File: config.mk
export PLATFORM = sky130hd
export DESIGN_NAME = calendar_date_arithmetic
export DESIGN_NICKNAME = d
export VERILOG_FILES = /design/src/rtl/core/cda_pkg.sv /design/src/rtl/core/cda_target.sv /design/src/rtl/core/cda_to_serial.sv /design/src/rtl/core/cda_from_serial.sv /design/src/rtl/core/calendar_date_arithmetic.sv
export SDC_FILE = /design/constraint.sdc
export NUM_CORES = 2
export LEC_CHECK = 0
export BUFFER_PORTS_ARGS = -buffer_cell sky130_fd_sc_hd__buf_2
export CAP_MARGIN = 10
export CORE_ASPECT_RATIO = 0.8
export CORE_UTILIZATION = 60
export CTS_CLUSTER_SIZE = 30
export DETAILED_ROUTE_END_ITERATION = 10
export HOLD_SLACK_MARGIN = 0.02
export PLACE_DENSITY_LB_ADDON = 0.08
export SYNTH_ARGS = -nofsm -noshare
export SYNTH_HDL_FRONTEND = slang
export SYNTH_SLANG_ARGS = --single-unit
export TNS_END_PERCENT = 50
File: constraint.sdc
create_clock -name clk -period 13.9 [get_ports clk]
set_clock_uncertainty 0.15 [all_clocks]
set_input_delay 0 -clock clk [delete_from_list [all_inputs] [get_ports clk]]
set_output_delay 0 -clock clk [all_outputs]
set_load 0.02 [all_outputs]
File: src/rtl/core/cda_pkg.sv
// shared types, constants and helper functions of the calendar date unit
package cda_pkg;

  typedef enum logic [1:0] {
    CMD_CONVERT    = 2'd0,
    CMD_ADD_DAYS   = 2'd1,
    CMD_ADD_MONTHS = 2'd2,
    CMD_ADD_YEARS  = 2'd3
  } cmd_t;

  typedef enum logic [1:0] {
    ST_OK       = 2'd0,
    ST_BAD_DATE = 2'd1,
    ST_RANGE    = 2'd2
  } status_t;

  typedef struct packed {
    cmd_t               cmd;
    status_t            st;
    logic signed [22:0] off;
  } cda_meta_t;

  localparam logic [13:0] MAX_YEAR      = 14'd9999;
  localparam logic [4:0]  FEB_SHORT_DAY = 5'd28;
  localparam logic [16:0] MAX_MONTHS    = 17'd119999;

  localparam logic signed [25:0] MIN_SERIAL  = -26'sd719528;
  localparam logic signed [25:0] MAX_SERIAL  = 26'sd2932896;
  // negated serial of day zero of the shifted 400-year era frame
  localparam logic signed [25:0] ERA_SHIFT   = 26'sd865565;
  localparam logic signed [23:0] ERA_SHIFT24 = 24'sd865565;
  // shift that makes the weekday remainder start at monday
  localparam logic signed [23:0] WDAY_SHIFT  = 24'sd719533;

  // reciprocal constants, exact for the operand ranges used
  localparam int DIV100_S = 21;
  localparam longint unsigned DIV100_M = ((64'd1 << DIV100_S) + 64'd99) / 64'd100;
  localparam int DIV12_S = 21;
  localparam longint unsigned DIV12_M = ((64'd1 << DIV12_S) + 64'd11) / 64'd12;
  localparam int DIVERA_S = 40;
  localparam longint unsigned DIVERA_M =
    ((64'd1 << DIVERA_S) + 64'd146096) / 64'd146097;
  localparam int DIV7_S = 25;
  localparam longint unsigned DIV7_M = ((64'd1 << DIV7_S) + 64'd6) / 64'd7;
  localparam int DIV1460_S = 29;
  localparam longint unsigned DIV1460_M = ((64'd1 << DIV1460_S) + 64'd1459) / 64'd1460;
  localparam int DIV36524_S = 34;
  localparam longint unsigned DIV36524_M =
    ((64'd1 << DIV36524_S) + 64'd36523) / 64'd36524;
  localparam int DIV146096_S = 36;
  localparam longint unsigned DIV146096_M =
    ((64'd1 << DIV146096_S) + 64'd146095) / 64'd146096;
  localparam int DIV365_S = 27;
  localparam longint unsigned DIV365_M = ((64'd1 << DIV365_S) + 64'd364) / 64'd365;
  localparam int DIV153_S = 19;
  localparam longint unsigned DIV153_M = ((64'd1 << DIV153_S) + 64'd152) / 64'd153;
  localparam int DIV5_S = 14;
  localparam longint unsigned DIV5_M = ((64'd1 << DIV5_S) + 64'd4) / 64'd5;

  // leap test, q100 is year / 100
  function automatic logic leap_of(logic [13:0] y, logic [7:0] q100);
    logic cent;
    cent = (y == 14'(14'(q100) * 14'd100));
    return (y[1:0] == 2'd0) && (!cent || (q100[1:0] == 2'd0));
  endfunction

  function automatic logic [4:0] month_len(logic [3:0] m, logic leap);
    logic [4:0] len;
    case (m)
      4'd2:    len = leap ? 5'd29 : 5'd28;
      4'd4:    len = 5'd30;
      4'd6:    len = 5'd30;
      4'd9:    len = 5'd30;
      4'd11:   len = 5'd30;
      default: len = 5'd31;
    endcase
    return len;
  endfunction

  // days from march 1 to the first of month m
  function automatic logic [8:0] march_doy(logic [3:0] m);
    logic [8:0] doy;
    case (m)
      4'd1:    doy = 9'd306;
      4'd2:    doy = 9'd337;
      4'd3:    doy = 9'd0;
      4'd4:    doy = 9'd31;
      4'd5:    doy = 9'd61;
      4'd6:    doy = 9'd92;
      4'd7:    doy = 9'd122;
      4'd8:    doy = 9'd153;
      4'd9:    doy = 9'd184;
      4'd10:   doy = 9'd214;
      4'd11:   doy = 9'd245;
      4'd12:   doy = 9'd275;
      default: doy = 9'd0;
    endcase
    return doy;
  endfunction

endpackage

File: src/rtl/core/cda_target.sv
// input check and month / year arithmetic, gives the target date
module cda_target import cda_pkg::*; (
  input  logic               clk,
  input  logic               rst,
  input  logic               start,
  input  logic [1:0]         cmd,
  input  logic [13:0]        in_year,
  input  logic [3:0]         in_month,
  input  logic [4:0]         in_day,
  input  logic signed [22:0] offset,
  output logic               out_vld,
  output cda_meta_t          out_meta,
  output logic [13:0]        out_year,
  output logic [3:0]         out_month,
  output logic [4:0]         out_day
);

  logic [4:0] vld;

  cda_meta_t   meta1, meta2, meta3, meta4, meta5;
  logic [13:0] y1, y2, y3, y4, y5;
  logic [3:0]  m1, m2, m3, m4, m5;
  logic [4:0]  d1, d2, d3, d4, d5;
  logic [7:0]  q1, qn3, q5;
  logic signed [24:0] total2, ny2;
  logic [16:0] tot3;
  logic [13:0] q12_3, ny3;

  logic [63:0] p1, p12, pn, p5;
  logic [7:0]  q1_next, qn_next, q5_next;
  logic [13:0] q12_next;
  logic        leap2, bad2, rng3, leapn4, leap6;
  logic [4:0]  mlen2, mlen6, dyr4, d6;
  logic [3:0]  mm4;
  logic signed [24:0] total_next, ny_next;
  status_t     st2, st3;
  logic [13:0] yt4;
  logic [3:0]  mt4;
  logic [4:0]  dt4;

  always_ff @(posedge clk) begin
    if (rst) begin
      vld     <= '0;
      out_vld <= 1'b0;
    end else begin
      vld     <= {vld[3:0], start};
      out_vld <= vld[4];
    end
  end

  // stage 1: register the item, year / 100 for the leap test
  assign p1      = 64'(in_year) * DIV100_M;
  assign q1_next = 8'(p1 >> DIV100_S);

  // stage 2: date check, month and year totals
  always_comb begin
    leap2      = leap_of(y1, q1);
    mlen2      = month_len(m1, leap2);
    bad2       = (y1 > MAX_YEAR) || (m1 == 4'd0) || (m1 > 4'd12) ||
                 (d1 == 5'd0) || (d1 > mlen2);
    st2        = bad2 ? ST_BAD_DATE : ST_OK;
    total_next = $signed({11'b0, y1}) * 25'sd12 + $signed({21'b0, m1}) - 25'sd1 +
                 25'(meta1.off);
    ny_next    = $signed({11'b0, y1}) + 25'(meta1.off);
  end

  // stage 3: range check, split the month total, year / 100 of the new year
  always_comb begin
    rng3 = ((meta2.cmd == CMD_ADD_MONTHS) &&
            ((total2 < 25'sd0) || (total2 > $signed({8'b0, MAX_MONTHS})))) ||
           ((meta2.cmd == CMD_ADD_YEARS) &&
            ((ny2 < 25'sd0) || (ny2 > $signed({11'b0, MAX_YEAR}))));
    st3      = (meta2.st == ST_OK && rng3) ? ST_RANGE : meta2.st;
    p12      = 64'(total2[16:0]) * DIV12_M;
    q12_next = 14'(p12 >> DIV12_S);
    pn       = 64'(ny2[13:0]) * DIV100_M;
    qn_next  = 8'(pn >> DIV100_S);
  end

  // stage 4: pick the target date per command
  always_comb begin
    mm4    = 4'(tot3 - 17'(q12_3) * 17'd12) + 4'd1;
    leapn4 = leap_of(ny3, qn3);
    dyr4   = (m3 == 4'd2 && d3 == 5'd29 && !leapn4) ? FEB_SHORT_DAY : d3;
    case (meta3.cmd)
      CMD_ADD_MONTHS: begin
        yt4 = q12_3;
        mt4 = mm4;
        dt4 = d3;
      end
      CMD_ADD_YEARS: begin
        yt4 = ny3;
        mt4 = m3;
        dt4 = dyr4;
      end
      default: begin
        yt4 = y3;
        mt4 = m3;
        dt4 = d3;
      end
    endcase
  end

  // stage 5 / 6: clamp the day after a month step
  assign p5      = 64'(y4) * DIV100_M;
  assign q5_next = 8'(p5 >> DIV100_S);

  always_comb begin
    leap6 = leap_of(y5, q5);
    mlen6 = month_len(m5, leap6);
    d6    = (meta5.cmd == CMD_ADD_MONTHS && d5 > mlen6) ? mlen6 : d5;
  end

  always_ff @(posedge clk) begin
    meta1 <= '{cmd: cmd_t'(cmd), st: ST_OK, off: offset};
    y1    <= in_year;
    m1    <= in_month;
    d1    <= in_day;
    q1    <= q1_next;

    meta2    <= '{cmd: meta1.cmd, st: st2, off: meta1.off};
    y2       <= y1;
    m2       <= m1;
    d2       <= d1;
    total2   <= total_next;
    ny2      <= ny_next;

    meta3    <= '{cmd: meta2.cmd, st: st3, off: meta2.off};
    y3       <= y2;
    m3       <= m2;
    d3       <= d2;
    tot3     <= total2[16:0];
    q12_3    <= q12_next;
    ny3      <= ny2[13:0];
    qn3      <= qn_next;

    meta4 <= meta3;
    y4    <= yt4;
    m4    <= mt4;
    d4    <= dt4;

    meta5 <= meta4;
    y5    <= y4;
    m5    <= m4;
    d5    <= d4;
    q5    <= q5_next;

    out_meta  <= meta5;
    out_year  <= y5;
    out_month <= m5;
    out_day   <= d6;
  end

endmodule

File: src/rtl/core/cda_to_serial.sv
// target date to serial day count, day offset and its range check
module cda_to_serial import cda_pkg::*; (
  input  logic               clk,
  input  logic               rst,
  input  logic               in_vld,
  input  cda_meta_t          in_meta,
  input  logic [13:0]        in_year,
  input  logic [3:0]         in_month,
  input  logic [4:0]         in_day,
  output logic               out_vld,
  output status_t            out_st,
  output logic signed [22:0] out_serial
);

  logic        vld1;
  cda_meta_t   meta1;
  logic [13:0] yy1;
  logic [7:0]  q1;
  logic [8:0]  doy1;

  logic [13:0] yy_next;
  logic [63:0] pq;
  logic [7:0]  q_next;
  logic [8:0]  doy_next;
  logic [23:0] days;
  logic signed [25:0] serial, s2;
  logic        rng;

  always_ff @(posedge clk) begin
    if (rst) begin
      vld1    <= 1'b0;
      out_vld <= 1'b0;
    end else begin
      vld1    <= in_vld;
      out_vld <= vld1;
    end
  end

  // year counted from march, shifted one era up
  always_comb begin
    yy_next  = in_year + 14'd400 - {13'b0, (in_month <= 4'd2)};
    pq       = 64'(yy_next) * DIV100_M;
    q_next   = 8'(pq >> DIV100_S);
    doy_next = march_doy(in_month) + 9'(in_day) - 9'd1;
  end

  always_comb begin
    days   = 24'(yy1) * 24'd365 + 24'(yy1 >> 2) - 24'(q1) + 24'(q1 >> 2) + 24'(doy1);
    serial = $signed({2'b0, days}) - ERA_SHIFT;
    s2     = (meta1.cmd == CMD_ADD_DAYS) ? serial + 26'(meta1.off) : serial;
    rng    = (meta1.cmd == CMD_ADD_DAYS) && ((s2 < MIN_SERIAL) || (s2 > MAX_SERIAL));
  end

  always_ff @(posedge clk) begin
    meta1      <= in_meta;
    yy1        <= yy_next;
    q1         <= q_next;
    doy1       <= doy_next;
    out_st     <= (meta1.st == ST_OK && rng) ? ST_RANGE : meta1.st;
    out_serial <= 23'(s2);
  end

endmodule

File: src/rtl/core/cda_from_serial.sv
// serial day count back to year, month, day and weekday
module cda_from_serial import cda_pkg::*; (
  input  logic               clk,
  input  logic               rst,
  input  logic               in_vld,
  input  status_t            in_st,
  input  logic signed [22:0] in_serial,
  output logic               done,
  output logic [13:0]        out_year,
  output logic [3:0]         out_month,
  output logic [4:0]         out_day,
  output logic signed [22:0] out_serial,
  output logic [2:0]         out_wday,
  output status_t            out_st
);

  localparam int Depth = 9;

  logic [Depth-1:0]   vld;
  status_t            st    [Depth];
  logic signed [22:0] ser   [Depth];
  logic [4:0]         era   [Depth];
  logic [2:0]         r7    [1:Depth-1];

  logic [21:0] z1, w1;
  logic [18:0] q7_1;
  logic [17:0] doe2, doe3, doe4, doe5, doe6;
  logic [6:0]  a3;
  logic [2:0]  b3;
  logic        c3;
  logic [17:0] t4;
  logic [8:0]  yoe5, yoe6, yoe7, yoe8, yoe9;
  logic [2:0]  qy6;
  logic [8:0]  doy7, doy8, doy9;
  logic [3:0]  mp8, mp9;
  logic [10:0] c9;

  logic signed [23:0] zs, ws;
  logic [63:0] pera, p7, pa, pb, pc, p365, py, p153, p5;
  logic [10:0] x153;
  logic [8:0]  day9;
  logic [3:0]  mm9;
  logic [13:0] y9;

  always_ff @(posedge clk) begin
    if (rst) begin
      vld  <= '0;
      done <= 1'b0;
    end else begin
      vld  <= {vld[Depth-2:0], in_vld};
      done <= vld[Depth-1];
    end
  end

  // status, serial, era and weekday remainder ride along
  always_ff @(posedge clk) begin
    st[0]  <= in_st;
    ser[0] <= in_serial;
    era[0] <= 5'(pera >> DIVERA_S);
    r7[1]  <= 3'(w1 - 22'(q7_1) * 22'd7);
    for (int i = 1; i < Depth; i++) begin
      st[i]  <= st[i-1];
      ser[i] <= ser[i-1];
      era[i] <= era[i-1];
    end
    for (int i = 2; i < Depth; i++) begin
      r7[i] <= r7[i-1];
    end
  end

  // stage 1: era and weekday quotient
  always_comb begin
    zs   = 24'(in_serial) + ERA_SHIFT24;
    ws   = 24'(in_serial) + WDAY_SHIFT;
    pera = 64'(zs[21:0]) * DIVERA_M;
    p7   = 64'(ws[21:0]) * DIV7_M;
  end

  always_ff @(posedge clk) begin
    z1   <= zs[21:0];
    w1   <= ws[21:0];
    q7_1 <= 19'(p7 >> DIV7_S);
  end

  // stage 2: day of era
  always_ff @(posedge clk) begin
    doe2 <= 18'(z1 - 22'(era[0]) * 22'd146097);
  end

  // stage 3 / 4: leap corrections, year of era numerator
  always_comb begin
    pa = 64'(doe2) * DIV1460_M;
    pb = 64'(doe2) * DIV36524_M;
    pc = 64'(doe2) * DIV146096_M;
  end

  always_ff @(posedge clk) begin
    doe3 <= doe2;
    a3   <= 7'(pa >> DIV1460_S);
    b3   <= 3'(pb >> DIV36524_S);
    c3   <= 1'(pc >> DIV146096_S);
    doe4 <= doe3;
    t4   <= doe3 - 18'(a3) + 18'(b3) - 18'(c3);
  end

  // stage 5 / 6 / 7: year of era, then day of year from march
  assign p365 = 64'(t4) * DIV365_M;
  assign py   = 64'(yoe5) * DIV100_M;

  always_ff @(posedge clk) begin
    doe5 <= doe4;
    yoe5 <= 9'(p365 >> DIV365_S);
    doe6 <= doe5;
    yoe6 <= yoe5;
    qy6  <= 3'(py >> DIV100_S);
    yoe7 <= yoe6;
    doy7 <= 9'(doe6 - (18'(yoe6) * 18'd365 + 18'(yoe6 >> 2) - 18'(qy6)));
  end

  // stage 8 / 9: month from march, its first day
  always_comb begin
    x153 = 11'(doy7) * 11'd5 + 11'd2;
    p153 = 64'(x153) * DIV153_M;
  end

  always_ff @(posedge clk) begin
    yoe8 <= yoe7;
    doy8 <= doy7;
    mp8  <= 4'(p153 >> DIV153_S);
    yoe9 <= yoe8;
    doy9 <= doy8;
    mp9  <= mp8;
    c9   <= 11'(mp8) * 11'd153 + 11'd2;
  end

  // stage 10: civil date, zeroed on any error
  always_comb begin
    p5   = 64'(c9) * DIV5_M;
    day9 = doy9 - 9'(p5 >> DIV5_S) + 9'd1;
    mm9  = (mp9 < 4'd10) ? mp9 + 4'd3 : mp9 - 4'd9;
    y9   = 14'(yoe9) + 14'(era[Depth-1]) * 14'd400 - 14'd400 + {13'b0, (mm9 <= 4'd2)};
  end

  always_ff @(posedge clk) begin
    out_st <= st[Depth-1];
    if (st[Depth-1] == ST_OK) begin
      out_year   <= y9;
      out_month  <= mm9;
      out_day    <= day9[4:0];
      out_serial <= ser[Depth-1];
      out_wday   <= r7[Depth-1] + 3'd1;
    end else begin
      out_year   <= '0;
      out_month  <= '0;
      out_day    <= '0;
      out_serial <= '0;
      out_wday   <= '0;
    end
  end

endmodule

File: src/rtl/core/calendar_date_arithmetic.sv
// top level of the pipelined gregorian date arithmetic unit
// The unit takes one item per clock and never stalls: busy is always low, so
// start may be held high every cycle. Each item gives exactly one result,
// marked by done for one cycle; the receiver must take it then. The pipeline
// has 6 stages of date check and month / year arithmetic, 2 stages to build
// the day count and apply a day offset, and 10 stages that split the day
// count back into a date through constant-reciprocal multiplies.
// Results come out in the order items went in. A bad input date gives
// status 1 and a date beyond 0000-01-01..9999-12-31 gives status 2; in both
// cases every other result field reads zero.
module calendar_date_arithmetic import cda_pkg::*; (
  input  logic               clk,
  input  logic               rst,
  input  logic               start,
  output logic               busy,
  input  logic [1:0]         cmd,
  input  logic [13:0]        in_year,
  input  logic [3:0]         in_month,
  input  logic [4:0]         in_day,
  input  logic signed [22:0] offset,
  output logic               done,
  output logic [13:0]        out_year,
  output logic [3:0]         out_month,
  output logic [4:0]         out_day,
  output logic signed [22:0] serial_days,
  output logic [2:0]         iso_weekday,
  output logic [1:0]         status
);

  // target date after the command
  logic        tgt_vld;
  cda_meta_t   tgt_meta;
  logic [13:0] tgt_year;
  logic [3:0]  tgt_month;
  logic [4:0]  tgt_day;

  // serial day count of the result
  logic               ser_vld;
  status_t            ser_st;
  logic signed [22:0] ser_days;

  status_t res_st;

  // fully pipelined, never holds off an item
  assign busy = 1'b0;

  cda_target u_target (
    .clk       (clk),
    .rst       (rst),
    .start     (start),
    .cmd       (cmd),
    .in_year   (in_year),
    .in_month  (in_month),
    .in_day    (in_day),
    .offset    (offset),
    .out_vld   (tgt_vld),
    .out_meta  (tgt_meta),
    .out_year  (tgt_year),
    .out_month (tgt_month),
    .out_day   (tgt_day)
  );

  // day offsets are applied here, on the serial count
  cda_to_serial u_to_serial (
    .clk        (clk),
    .rst        (rst),
    .in_vld     (tgt_vld),
    .in_meta    (tgt_meta),
    .in_year    (tgt_year),
    .in_month   (tgt_month),
    .in_day     (tgt_day),
    .out_vld    (ser_vld),
    .out_st     (ser_st),
    .out_serial (ser_days)
  );

  // every command goes back through the split, so the date is normalized
  cda_from_serial u_from_serial (
    .clk        (clk),
    .rst        (rst),
    .in_vld     (ser_vld),
    .in_st      (ser_st),
    .in_serial  (ser_days),
    .done       (done),
    .out_year   (out_year),
    .out_month  (out_month),
    .out_day    (out_day),
    .out_serial (serial_days),
    .out_wday   (iso_weekday),
    .out_st     (res_st)
  );

  assign status = res_st;

`ifndef SYNTHESIS
  // an error result carries no date
  assert property (@(posedge clk) disable iff (rst)
    done && status != ST_OK |-> out_year == 14'd0 && out_month == 4'd0 &&
      out_day == 5'd0 && serial_days == 23'sd0 && iso_weekday == 3'd0)
    else $error("error result carries a nonzero date");

  // a good result is a real date with a weekday
  assert property (@(posedge clk) disable iff (rst)
    done && status == ST_OK |-> out_month >= 4'd1 && out_month <= 4'd12 &&
      out_day >= 5'd1 && iso_weekday >= 3'd1 && iso_weekday <= 3'd7 &&
      out_year <= MAX_YEAR)
    else $error("ok result is not a valid date");

  // convert only never leaves the year range
  assert property (@(posedge clk) disable iff (rst)
    tgt_vld && tgt_meta.cmd == CMD_CONVERT |-> tgt_meta.st != ST_RANGE)
    else $error("convert only flagged out of range");
`endif

endmodule

# Word-level counts from Yosys, hierarchy flattened
# Memories as Yosys holds them, arrays and structs flattened. A register that Yosys moved wholly into a read port is not among the register bits.
# Index checks and enable logic that the tools add are counted.
totals:
  elab_cells: 238
  input_bits: 51
  mem_bits_rw: 294
  mem_bits_ro: 144
  memories: 5
  output_inout_bits: 53
  register_bits: 751
classes:
  mux: 12
  mul: 25
  n_reduce_logical: 40
  add_sub_neg: 36
  order_cmp: 13
  eq_ne: 21
mem_list:
  columns: ["memory", "words", "width", "rd", "rd_ports_with_merged_regs", "wr", "line_no", "rtl"]
  rows:
  - ["u_from_serial.ser", 9, 23, 9, 1, 9, "cda_from_serial.sv:21", "logic signed [22:0] ser [Depth];"]
  - ["(name not given)", 16, 9, 1, 1, 0, "cda_pkg.sv:83", "case (m)"]
  - ["u_from_serial.era", 9, 5, 9, 0, 9, "cda_from_serial.sv:22", "logic [4:0] era [Depth];"]
  - ["u_from_serial.r7", 8, 3, 8, 0, 8, "cda_from_serial.sv:23", "logic [2:0] r7 [1:Depth-1];"]
  - ["u_from_serial.st", 9, 2, 9, 0, 9, "cda_from_serial.sv:20", "status_t st [Depth];"]
ops:
  columns: ["cell", "n"]
  rows:
  - ["14-bit by 13-bit multiplier with 27-bit output, second input constant", 4]
  - ["18-bit by 16-bit multiplier with 33-bit output, second input constant", 2]
  - ["25-bit by 1-bit less-than comparator with 1-bit output, second input constant", 2]
  - ["22-bit by 21-bit adder with 22-bit output, second input constant", 2]
  - ["22-bit by 22-bit multiplier with 44-bit output, second input constant", 1]
  - ["22-bit by 23-bit multiplier with 44-bit output, second input constant", 1]
  - ["14-bit equality test", 3]
  - ["18-bit by 19-bit multiplier with 37-bit output, second input constant", 1]
  - ["8-bit by 5-bit multiplier with 12-bit output, second input constant", 3]
  - ["17-bit by 18-bit multiplier with 35-bit output, second input constant", 1]
  - ["14-bit case mux with 2 select lines", 1]
  - ["25-bit by 23-bit adder with 26-bit output", 1]
  - ["26-bit by 23-bit > comparator with 1-bit output, second input constant", 1]
  - ["26-bit by 21-bit less-than comparator with 1-bit output, second input constant", 1]
  - ["26-bit 2-to-1 mux", 1]
  - ["25-bit by 23-bit adder with 25-bit output", 1]
  - ["25-bit by 5-bit adder with 25-bit output", 1]
  - ["25-bit by 15-bit > comparator with 1-bit output, second input constant", 1]
  - ["25-bit by 18-bit > comparator with 1-bit output, second input constant", 1]
  - ["24-bit by 20-bit subtractor with 25-bit output, second input constant", 1]
  - ["25-bit by 2-bit subtractor with 25-bit output, second input constant", 1]
  - ["15-bit by 23-bit adder with 24-bit output", 1]
  - ["23-bit by 12-bit adder with 24-bit output", 1]
  - ["24-bit by 6-bit adder with 24-bit output", 1]
  - ["59 further kinds", 113]

# Longest topological paths before layout
logic_depth:
  depth_word: 12
  mapped_depth: 33
  mapped_depth_nobuf: 33

# By module
# Synthesis repeated with hierarchy kept, for this count alone.
hier_totals:
  hier_cells: 8577
  area_unflattened_um2: 91316.3
by_module_without_submodules:
  columns: ["mod", "seq_area_each_um2", "area_per_inst_um2", "cells_per_inst", "n_inst"]
  rows:
  - ["cda_from_serial", 11070.6, 49786.5, 4521, 1]
  - ["cda_target", 8147.8, 28701.3, 2682, 1]
  - ["cda_to_serial", 1701.6, 12817.3, 1372, 1]
  - ["calendar_date_arithmetic", 0.0, 11.3, 2, 1]

# Least setup slack after synthesis
# Ideal clock, no wire load.
synth_path:
  kind: "reg-to-reg"
  startpoint: "register u_to_serial.out_serial[0]"
  endpoint: "memory u_from_serial.era[0][3]"
  slack_ns: 5.763
  setup_time_ns: 0.072
  path_buffers: 0
  path_stages_with_launch: 32
  t_arrival_ns: 7.915
  period_less_slack_ns: 8.137
  required_time_ns: 13.678
  cell_sequence: "dfxtp_1 > ha_1 > nor4_1 > nor2_1 > o21ai_0 > a21oi_1 > nand2b_1 > and3_1 > xnor2_1 > ha_1 > inv_1 > fa_1 > inv_1 > ha_1 > inv_1 > fa_1 > fa_1 > inv_1 > fa_1 > fa_1 > ha_1 > a21o_1 > a21o_1 > a21o_1 > a21o_1 > a21oi_1 > nor2b_1 > o311ai_0 > a21oi_1 > o41a_1 > a21oi_1 > xnor2_1"
synth_rtl:
  columns: ["element", "line_no", "rtl"]
  rows:
  - ["from (decl)", "cda_to_serial.sv:12", "output logic signed [22:0] out_serial"]
  - ["from (signal assigned)", "cda_to_serial.sv:60", "out_serial <= 23'(s2);"]
  - ["to (decl)", "cda_from_serial.sv:22", null]

==> results.json <==
{
  "post_cts.repair.setup_buffers": 0,
  "placement.io_buffers": 102,
  "synthAdderAreaFrac_pct": 52.58,
  "synth_top_flop_cell": "dfxtp_1",
  "min_delay_worst_type": "reg2reg",
  "synthesis.area_per_instance_sq_um": 10.73,
  "seq_area_frac_synth_pct": 23.20,
  "synth_top_family_by_area": "adder cells",
  "number_of_distinct_library_cells_after_synthesis": 99,
  "route.detailed.drc": 22,
  "die_area_sq_um": 153300,
  "relSlewSlack_pct": 19.10,
  "fraction_of_layout_cells_with_a_size_suffix_above_1_pct": 4.483,
  "cts_max_level": 3,
  "outcome": "complete, but fails checks",
  "initial_antenna_violation_count": 7,
  "setup_viol_count_final": 0,
  "hpwl_um": 162700,
  "tightest_slew_ps": 1205,
  "cp_common_cell": "fa_1",
  "synth.top_cells.by_area": "ha_1 (27%), fa_1 (26%), dfxtp_1 (23%), inv_1 (8.9%), xnor2_1 (2.9%)",
  "grt_pass1_vias": 59810,
  "slew_violations": 0,
  "largest_net_degree_at_the_start_of_global_routing": 33,
  "clk_pin_slew_worst_paths_ps": 70,
  "yosys.area_share.xor_xnor_pct": 3.902,
  "route.detailed.vias_per_inst": 5.158,
  "timing.critical_path.slowest_cell_delay_ps": 590,
  "synth.ff_latch_count": 1055,
  "tritoncts.num_buffers": 104,
  "growth_of_design_area_from_synthesis_to_finish_pct": 8.794,
  "post-synth-top-area-cell": "ha_1",
  "worst-endpoint-required_ps": 14430,
  "routabilityCongestion": 0.9218,
  "synth-simple-area-share_pct": 4.680,
  "detailedRoute.firstPassIterationCount": 11,
  "route.antenna.remaining_nets": 0,
  "start_kind": "register",
  "failed_checks": "design-rule violations",
  "die_w_um": 437.5,
  "critPathArrivalTime_ps": 9650,
  "report.final.hold_viol_count": 0,
  "asyncSetResetFlopFracSynth_pct": 0,
  "postCtsHoldBufs": 101,
  "kind_of_critical_path": "reg2reg",
  "synth.area.mux_share_pct": 0.3875,
  "post_dp_cell_area_sq_um": 94170,
  "maximum_clock_path_buffer_count": 3,
  "finish.net_count": 11960,
  "cp-end-kind": "register",
  "route.detailed.wl_per_inst_um": 17.57,
  "post_synth_design_cell_area_sq_um": 91050,
  "critical_path.slowest_cell": "xor2_1",
  "drt_first_iter_violations": 2774,
  "postLayoutCellArea_sq_um": 99060,
  "cts-resized-gates": 0,
  "detail_route.wirelength_um": 191100,
  "synthesis.instances": 8485,
  "synth_enable_flop_cells": 0,
  "utilization_pct": 65.90,
  "grt_overflow_total": 0,
  "floorplan.rows": 127,
  "core_area_sq_um": 150300,
  "synth-warning-count": 0,
  "grt_first_pass_wirelength_um": 316200,
  "cts_tree": "yes",
  "fin_crit_period_ps": 9124,
  "period_share_pct": 65.64,
  "clock_latency_ps": 740,
  "setup-tns-final_ps": 0,
  "synth_top_area_share_pct": 26.81,
  "die-height_um": 350.4,
  "cts_num_sinks": 1055,
  "worstPathBufferInverterCount": 4,
  "io_pins": 104,
  "synth_compound_gate_area_share_pct": 6.102,
  "synth_fp_nets": 11660,
  "vias": 56100,
  "unrepaired_setup_endpoints_after_global_routing": "false",
  "initial_utilization_pct": 60.57,
  "timing.fmax_ghz": 0.1096,
  "critical_path_fanouts_max": 6,
  "all_layer_global_routing_usage_pct": 26.17,
  "clock-root-buffer": "clkbuf_16",
  "max-cap-violations": 0,
  "timing.critical_path.max_delay_family": "adder cells"
}
final cells by class:
cell class | count | area [sq um]
clock buffers | 124 | 2860
clock inverters | 71 | 1016
well taps | 1999 | 2501
repair buffers | 241 | 1807
multi-input cells | 5215 | 61610
flip-flops and latches | 1055 | 21120
fillers | 11820 | 51260
diodes | 1 | 2.502
inverters | 2171 | 8149
worst reg2reg max path, delay by kind of cell, from the launching register on:
kind                     cells  cell delay, ps
AND/OR/NAND/NOR              5            1220
AO/OA/AOI/OAI               12            2910
XOR/XNOR                     2             720
adder cells (fa/ha/maj)      8            3320
buffers and inverters        4             420
flip-flops                   1             360
per-layer routing:
| metal | global-route usage, % | part of all wire [%] |
|---|---|---|
| met4 | 5.273 | 1.9 |
| met1 | 38.62 | 49 |
| met2 | 40.84 | 43 |
| met3 | 3.947 | 5.1 |
| met5 | 0 | 0 |
final timing paths:
check        depth (start not counted)                         startpoint                              end  slack [ps]
min                                  0         u_target.meta5[24]$_DFF_P_    u_target.out_meta[24]$_DFF_P_         160
max                                 31  u_to_serial.out_serial[0]$_DFF_P_  u_from_serial.era[0][3]$_DFF_P_        4780
min reg2reg                          0         u_target.meta5[24]$_DFF_P_    u_target.out_meta[24]$_DFF_P_         160
max reg2reg                         31  u_to_serial.out_serial[0]$_DFF_P_  u_from_serial.era[0][3]$_DFF_P_        4780
Yosys cell counts, drive strengths merged (22+ instances only):
library cell / instances
a211oi: 41
a21o: 106
a21oi: 219
a31oi: 28
and2: 43
and3: 30
clkbuf: 38
dfxtp: 1055
fa: 1172
ha: 1951
inv: 2171
mux2i: 24
nand2: 143
nand2b: 34
nand3: 82
nand4: 27
nor2: 199
nor2b: 68
nor3: 77
o211ai: 26
o21a: 49
o21ai: 162
o21bai: 42
or2: 22
or3: 23
xnor2: 300
xor2: 103
kinds of logic (layout without fill, tap and decap cells):
logic type                 Yosys count  count (layout)
AOI/OAI and AO/OA                  835             835
xor gates and xnor gates           404             404
adders and majority gates         3123            3123
buffers and inverters             2215            2607
DFF                               1055            1055
muxes                               32              32
other                                1               2
and+or+nand+nor                    820             820
stage by stage:
step	hold slack, ps	cells	setup WS [ps]
after CTS	160.7	10880	4806
after detailed placement	-46.43	10580	4833
final	164.4	10880	4777
after global routing	169.6	10880	4167
after global placement	-48.13	10580	4936
after floorplan	-122.3	8485	5763
flip-flops by register name (all words and copies together), names as in the netlist, 18 cells and up, named ones only:
register	count
u_target.meta5	27
u_target.out_meta	27
u_from_serial.t4	18
u_from_serial.doe2	18
u_to_serial.out_serial	23
u_from_serial.ser	207
u_from_serial.out_serial	23
u_target.total2	25
u_from_serial.st	18
u_from_serial.z1	18
u_to_serial.meta1	27
u_from_serial.r7	24
u_from_serial.era	45
u_target.meta2	26
u_from_serial.doe3	18
u_target.ny2	24
u_target.meta3	27
u_target.meta1	25
u_target.meta4	27
placed cells by master, fill, tap and decap left out, drive strengths merged, types with 15 or more instances in the layout:
master | netlist | layout
ha | 1951 | 1951
bufinv | 0 | 17
nor3 | 77 | 77
or3 | 23 | 23
a31oi | 28 | 28
and3 | 30 | 30
nor2b | 68 | 68
xor2 | 103 | 103
o21bai | 42 | 42
a2111oi | 17 | 17
a211oi | 41 | 41
and2 | 43 | 43
dfxtp | 1055 | 1055
xnor2 | 300 | 300
nand2b | 34 | 34
nor3b | 15 | 15
inv | 2171 | 2184
o21ai | 162 | 162
mux2i | 24 | 24
nand3 | 82 | 82
clkbuf | 38 | 124
buf | 6 | 140
dlygate4sd3 | 0 | 101
a21o | 106 | 106
o21a | 49 | 49
nand2 | 143 | 143
o211ai | 26 | 26
nand4 | 27 | 27
nor2 | 199 | 199
clkinv | 0 | 32
a21oi | 219 | 219
a211o | 16 | 16
or2 | 22 | 22
fa | 1172 | 1172
nor4 | 15 | 15
Power is left out: the tool's default activity adds up to more than one toggle a clock period on the data nets, which glitch-free logic cannot reach.
